[config.mk]
export PLATFORM = sky130hd
export DESIGN_NAME = alqr_div
export DESIGN_NICKNAME = d
export VERILOG_FILES = /design/src/rtl/core/alqr_pkg.sv /design/src/rtl/core/alqr_div.sv
export SDC_FILE = /design/constraint.sdc
export NUM_CORES = 1
export LEC_CHECK = 0
export ABC_AREA = 1
export ABC_CLOCK_PERIOD_IN_PS = 7000
export BUFFER_PORTS_ARGS = -buffer_cell sky130_fd_sc_hd__buf_4
export CAP_MARGIN = 10
export CORE_UTILIZATION = 55
export DETAILED_ROUTE_END_ITERATION = 12
export PLACE_DENSITY = 0.79
export SYNTH_ARGS = -nofsm -noshare
export SYNTH_HDL_FRONTEND = slang
export SYNTH_SLANG_ARGS = --single-unit
[constraint.sdc]
create_clock -name aclk -period 7 [get_ports aclk]
set_input_delay 1.4 -clock aclk [delete_from_list [all_inputs] [get_ports aclk]]
set_output_delay 1.4 -clock aclk [all_outputs]
set_load 0.005 [all_outputs]
[src/rtl/core/alqr_pkg.sv]
// ----------------------------------------------------------------------------
// alqr_pkg
// Types and constants for the quaternion attitude controller with integral
// action: payload structs, divider handshake, gains and the arctangent table.
// ----------------------------------------------------------------------------
package alqr_pkg;

    // input item
    typedef struct packed {
        logic signed [15:0] body_w;
        logic signed [15:0] body_x;
        logic signed [15:0] body_y;
        logic signed [15:0] body_z;
        logic signed [15:0] target_w;
        logic signed [15:0] target_x;
        logic signed [15:0] target_y;
        logic signed [15:0] target_z;
        logic signed [15:0] rate_roll;
        logic signed [15:0] rate_pitch;
        logic signed [15:0] rate_yaw;
        logic               on_ground;
    } in_t;

    // result item
    typedef struct packed {
        logic signed [15:0] torque_roll;
        logic signed [15:0] torque_pitch;
        logic signed [15:0] torque_yaw;
    } out_t;

    // serial divider widths: dividend magnitude and divisor
    localparam int DIV_NUM_BITS = 54;
    localparam int DIV_DEN_BITS = 31;

    typedef struct packed {
        logic                    start;
        logic [DIV_NUM_BITS-1:0] dividend;
        logic [DIV_DEN_BITS-1:0] divisor;
    } div_req_t;

    typedef struct packed {
        logic                    busy;
        logic                    done;
        logic [DIV_NUM_BITS-1:0] quotient;
    } div_rsp_t;

    // register map
    localparam logic REG_PERIOD = 1'b0;
    localparam logic REG_LIMIT  = 1'b1;

    localparam logic [23:0] PERIOD_RST = 24'd41943;
    localparam logic [14:0] LIMIT_RST  = 15'd410;

    // angles in Q.20 radians
    localparam logic signed [24:0] ANG_PI      = 25'sd3294199;
    localparam logic signed [24:0] ANG_TWO_PI  = 25'sd6588397;
    localparam logic signed [23:0] ANG_HALF_PI = 24'sd1647099;

    localparam int CORDIC_STEPS = 21;

    localparam logic [19:0] ATAN_TAB [CORDIC_STEPS] = '{
        20'd823550, 20'd486170, 20'd256879, 20'd130396, 20'd65451, 20'd32757,
        20'd16383, 20'd8192, 20'd4096, 20'd2048, 20'd1024, 20'd512, 20'd256,
        20'd128, 20'd64, 20'd32, 20'd16, 20'd8, 20'd4, 20'd2, 20'd1
    };

    // gains, Q0.24, roll / pitch / yaw
    localparam logic [23:0] GAIN_I [3] = '{24'd503316, 24'd1342177, 24'd83886};
    localparam logic [23:0] GAIN_P [3] = '{24'd6291456, 24'd6291456, 24'd6710886};
    localparam logic [23:0] GAIN_D [3] = '{24'd1509949, 24'd2097152, 24'd1509949};

    // error quaternion product terms: body operand and sign per term
    localparam logic [1:0] B_SEL [16] = '{
        2'd0, 2'd1, 2'd2, 2'd3,
        2'd1, 2'd0, 2'd3, 2'd2,
        2'd2, 2'd3, 2'd0, 2'd1,
        2'd3, 2'd2, 2'd1, 2'd0
    };
    localparam logic B_NEG [16] = '{
        1'b0, 1'b0, 1'b0, 1'b0,
        1'b0, 1'b1, 1'b1, 1'b0,
        1'b0, 1'b0, 1'b1, 1'b1,
        1'b0, 1'b1, 1'b0, 1'b1
    };

endpackage

[src/rtl/core/alqr_div.sv]
// ----------------------------------------------------------------------------
// alqr_div
// Restoring unsigned divider, one quotient bit per cycle.
// ----------------------------------------------------------------------------
module alqr_div (
    input  logic               aclk,
    input  logic               aresetn,
    input  alqr_pkg::div_req_t req,
    output alqr_pkg::div_rsp_t rsp
);
    localparam int NB = alqr_pkg::DIV_NUM_BITS;
    localparam int DB = alqr_pkg::DIV_DEN_BITS;
    localparam int CB = $clog2(NB);

    logic [DB:0]   rem_reg;
    logic [NB-1:0] quo_reg;
    logic [DB-1:0] den_reg;
    logic [CB-1:0] cnt_reg;
    logic          busy_reg;
    logic          done_reg;

    logic [DB:0]   rem_sh;
    logic          fits;

    // shift in next dividend bit and trial subtract
    assign rem_sh = {rem_reg[DB-1:0], quo_reg[NB-1]};
    assign fits   = rem_sh >= {1'b0, den_reg};

    always_ff @(posedge aclk) begin
        if (!aresetn) begin
            busy_reg <= 1'b0;
            done_reg <= 1'b0;
            cnt_reg  <= '0;
        end else begin
            done_reg <= 1'b0;
            if (req.start) begin
                rem_reg  <= '0;
                quo_reg  <= req.dividend;
                den_reg  <= req.divisor;
                cnt_reg  <= '0;
                busy_reg <= 1'b1;
            end else if (busy_reg) begin
                rem_reg <= fits ? rem_sh - {1'b0, den_reg} : rem_sh;
                quo_reg <= {quo_reg[NB-2:0], fits};
                cnt_reg <= cnt_reg + 1'b1;
                if (cnt_reg == CB'(NB - 1)) begin
                    busy_reg <= 1'b0;
                    done_reg <= 1'b1;
                end
            end
        end
    end

    assign rsp.busy     = busy_reg;
    assign rsp.done     = done_reg;
    assign rsp.quotient = quo_reg;

endmodule

Word-level counts from Yosys, hierarchy flattened
Cells that the tools add are included.

word-level totals
  register bits = 124
  input bits = 88
  output and inout port bits = 56
  logic and storage cells = 25

cells by class
  add/subtract/negate cells = 2
  order comparisons = 1
  eq/ne operators = 1
  mux-type cells = 8
  bitwise gates (word level) = 2
  reduce and logical (&&, ||, !) cells = 5

operators by type and width
  operator                                                       number
  54-bit 2-to-1 mux                                              2
  31-bit 2-to-1 mux                                              2
  32-bit by 31-bit >= comparator with 1-bit output               1
  31-bit subtractor                                              1
  6-bit by 1-bit adder with 6-bit output, second input constant  1
  6-bit equality test, second input constant                     1
  1-bit 2-to-1 mux                                               4
  2-bit AND reduction                                            2
  3-bit OR reduction                                             1
  1-bit inverter                                                 2
  2-bit nonzero test                                             1
  2-bit OR reduction                                             1

Longest topological paths before layout
  depth after elaboration = 4
  depth in mapped cells = 16
  depth with buffers taken out = 16

Worst setup path before layout
OpenSTA, ideal clock, no wires.

  path kind = input to register
  from = input port req[85] (netlist name)
  to = register busy_reg
  library setup time = 77 ps
  arrival time = 6204 ps
  data required time = 6923 ps
  path slack = 719 ps
  stages = 4
  buffers on the path = 0
  cells stage by stage = inv_1 > a21oi_1 > o21ai_0 > inv_1

on the way
  cells in the longest elaborated chain, start to end = 1

RTL lines
  what                    RTL line        RTL
  start: declaration      alqr_div.sv:8   input alqr_pkg::div_req_t req,
  1-bit 2-to-1 mux        alqr_div.sv:36  if (req.start) begin
  end signal: assignment  alqr_div.sv:31  busy_reg <= 1'b0;
  end signal: assignment  alqr_div.sv:41  busy_reg <= 1'b1;
  end signal: assignment  alqr_div.sv:47  busy_reg <= 1'b0;
  end: declaration        alqr_div.sv:19  logic busy_reg;

No other way between the ends.
A chain may end at the register's enable or synchronous reset.

Final worst setup path
  from = input port req[85] (netlist name)
  to = register quo_reg[20], enable pin

on the way
  cells in the longest elaborated chain, start to end = 2

RTL lines
  what                                  RTL line        RTL
  2-bit nonzero test (no source line)   n/a
  2-bit AND reduction (no source line)  n/a
  end signal: assignment                alqr_div.sv:38  quo_reg <= req.dividend;
  end signal: assignment                alqr_div.sv:44  quo_reg <= {quo_reg[NB-2:0], fits};
  end: declaration                      alqr_div.sv:16  logic [NB-1:0] quo_reg;

No other way between the ends.

==> results.ini <==
[setup_path]
cpMostUsedCell = buf_4
arrival_ns = 3.60
cp_slowest_stage_delay_ns = 0.91
required_ns = 7.05
crit_buf_inv = 3
critPathKind = in2reg
critical_path_peak_fanout = 57
cp_cell_sequence = buf_4 -> inv_2 -> a21oi_4 -> buf_4
path_delay_family = buffers and inverters
cp-end-kind = flop
slowest_stage = a21oi_4
critPathLaunchType = input pin

[clock_network]
clockRootBuffer = clkbuf_16
cts-buffers-inserted = 17
cts_tree = built
insertion_delay_ns = 0.42
cts.hold.buffers_added = 0
cts_sinks = 124
path_clk_slew_ns = 0.06
ctsResizeCount = 0
post-cts-setup-buffers = 0
cts_htree_levels = 4
cts.path.max_buffers = 2

[sta]
setup_slack_ns = 3.453
period_minus_slack_ns = 3.547
max_slew_margin_pct = 23.29
rsz0062_at_grt = no
tightest_slew_ns = 1.148
finalSetupViolations = 0
setup_tns_ns = 0
skew_ns = 0.01073
timing.fmax_ghz = 0.2820
finalHoldViolations = 0
finalCritPeriodShare_pct = 50.66
slew_viol_final = 0

[drt]
via_per_inst = 5.050
routedWlPerCell_um = 13.72
postRouteAntennaNets = 0
routed_wl_um = 18240
drtPass1Iterations = 5
drt-initial-drc-count = 454
route.detailed.drc = 0
dr_total_vias = 6716

[yosys]
syn_area_per_cell_um2 = 7.654
synthArstFlopShare_pct = 0
synth-simple-area-share_pct = 32.34
synth-edff-count = 116
syn_inst = 999
synth_compound_area_share_pct = 3.060
ys.flop_type = edfxtp_1
synth-seq-area-share_pct = 47.65
synth.area.mux_share_pct = 0
synth_area_mm2 = 0.007646
yosysWarnings = 0
synth_xor_area_share_pct = 1.604
synth_fa_ha_area_share_pct = 5.662
synth_top_family_by_area = simple AND/OR/NAND/NOR gates
synth_cell_type_count = 40
syn-num-nets = 1121
ys_seq_elements = 124

[layout]
diodes = 0
multi_input_area_mm2 = 0.003273
fin_util_pct = 70.59
drive_gt1_share_pct = 17.24
ff_latch_area_mm2 = 0.003643
layout.nets = 1263
syn_to_final_growth_pct = 23.71
largest_reg_flops = 54
fill_cells = 1078

[floorplan]
die-area_mm2 = 0.01438
io_pins = 144
die_w_um = 119.9
core_mm2 = 0.01340
start_util_pct = 57.06
rows = 42
die_h_um = 119.9

[grt]
grt_pass1_vias = 6460
grt.total_usage_pct = 27.13
grt_antenna_before_repair = 0
grt_pass1_wl_um = 30320
grt_start_max_net_pins = 87
gr-total-overflow = 0

[power]
ir_worst_vdd_mv = 0.2020
p_leak_nw = 4.878
pwr_density_cell_mw_per_mm2 = 251.2

[flow_run]
maxCapViolations = 0

[place]
place_congestion = 0.9152
dp_hpwl_um = 12970
io_buffers = 143
dp_slack_ns = 2.980

[min_path]
min_path_type = reg2reg

[outcome]
outcome = finished, final reports clean

[logic make-up after synthesis]
| logic type | Yosys count |
|---|---|
| and+or+nand+nor | 599 |
| buffers and inverters | 183 |
| DFF | 124 |
| AOI/OAI and AO/OA | 45 |
| adders and majority gates | 34 |
| xor gates and xnor gates | 14 |
[layout make-up]
| class | instances | share of cell area (%) |
|---|---|---|
| well taps | 176 | 2.328 |
| flip-flops and latches | 124 | 38.52 |
| inverters | 160 | 6.402 |
| clock inverters | 15 | 2.063 |
| clock buffers | 17 | 4.497 |
| repair buffers | 146 | 11.59 |
| multi-input cells | 692 | 34.60 |
[layer usage]
layer / global-route usage [%] / routed length [um] / up-vias
li1: - / - / 3389
met1: 32.65 / 7711 / 3066
met2: 46.16 / 8801 / 232
met3: 7.557 / 1335 / 29
met4: 9.922 / 396 / 0
met5: 0 / 0 / -
[final timing paths]
path | startpoint | end | slack (ns) | depth (start not counted)
hold reg to reg | cnt_reg[5] | done_reg | 0.52 | 2
setup / recovery | req[85] | quo_reg[20] | 3.45 | 4
hold / removal | cnt_reg[5] | done_reg | 0.52 | 2
setup reg to reg | quo_reg[53] | rem_reg[22] | 4.20 | 15
[per-stage QoR]
step                cells  hold slack, ns  cell area, um^2  power, mW
global route         1330          0.5382             9459      2.491
CTS                  1330          0.5155             9459      2.386
finish               1330          0.5156             9459      2.376
global placement     1298          0.4918             8838      1.436
detailed placement   1298          0.5060             8838      1.447
floorplan             999          0.4638             7646      1.291
[where the power goes]
group	switching, mW	internal [mW]	total, mW
logic	0.324	0.202	0.526
registers	0.0296	0.885	0.914
clock network	0.342	0.595	0.936
total	0.695	1.68	2.38
[worst reg2reg max path: cells and delay by family, from the launching register on]
| kind | cells | cell delay [ns] |
|---|---|---|
| fa+ha+maj | 2 | 0.64 |
| buf+inv | 3 | 0.33 |
| flops | 1 | 0.42 |
| simple gates | 10 | 1.17 |
[cells in the final DEF (no fill, tap or decap), drive strengths merged, types with 17 or more instances in the layout]
cell type	Yosys	final
a21oi	23	23
buf	11	146
clkbuf	12	17
edfxtp	116	116
ha	33	33
inv	160	162
nand2	416	416
nand3	34	34
nor2	120	120
o21ai	20	20
[cell usage after synthesis (2+ instances only)]
library cell  count  share of area, %
nand2_1         408                20
inv_1           157               7.7
edfxtp_1        116                46
nor2_1          114               5.6
ha_1             33               5.4
nand3_1          32               2.1
a21oi_1          22               1.4
o21ai_1          15              0.98
nand3b_1         14               1.4
clkbuf_1         12              0.59
xor2_1           12               1.4
dfxtp_1           8               2.1
nand2_2           6              0.49
o21ai_0           5              0.33
buf_2             3              0.20
buf_4             3              0.29
buf_6             3              0.44
nand4_1           3              0.25
nor2_2            3              0.25
nor2_4            3              0.44
nor3_1            3              0.20
nor3b_1           3              0.29
inv_2             2             0.098
nand3_2           2              0.26
xnor2_1           2              0.23
Power figures use the tool's default switching activity.
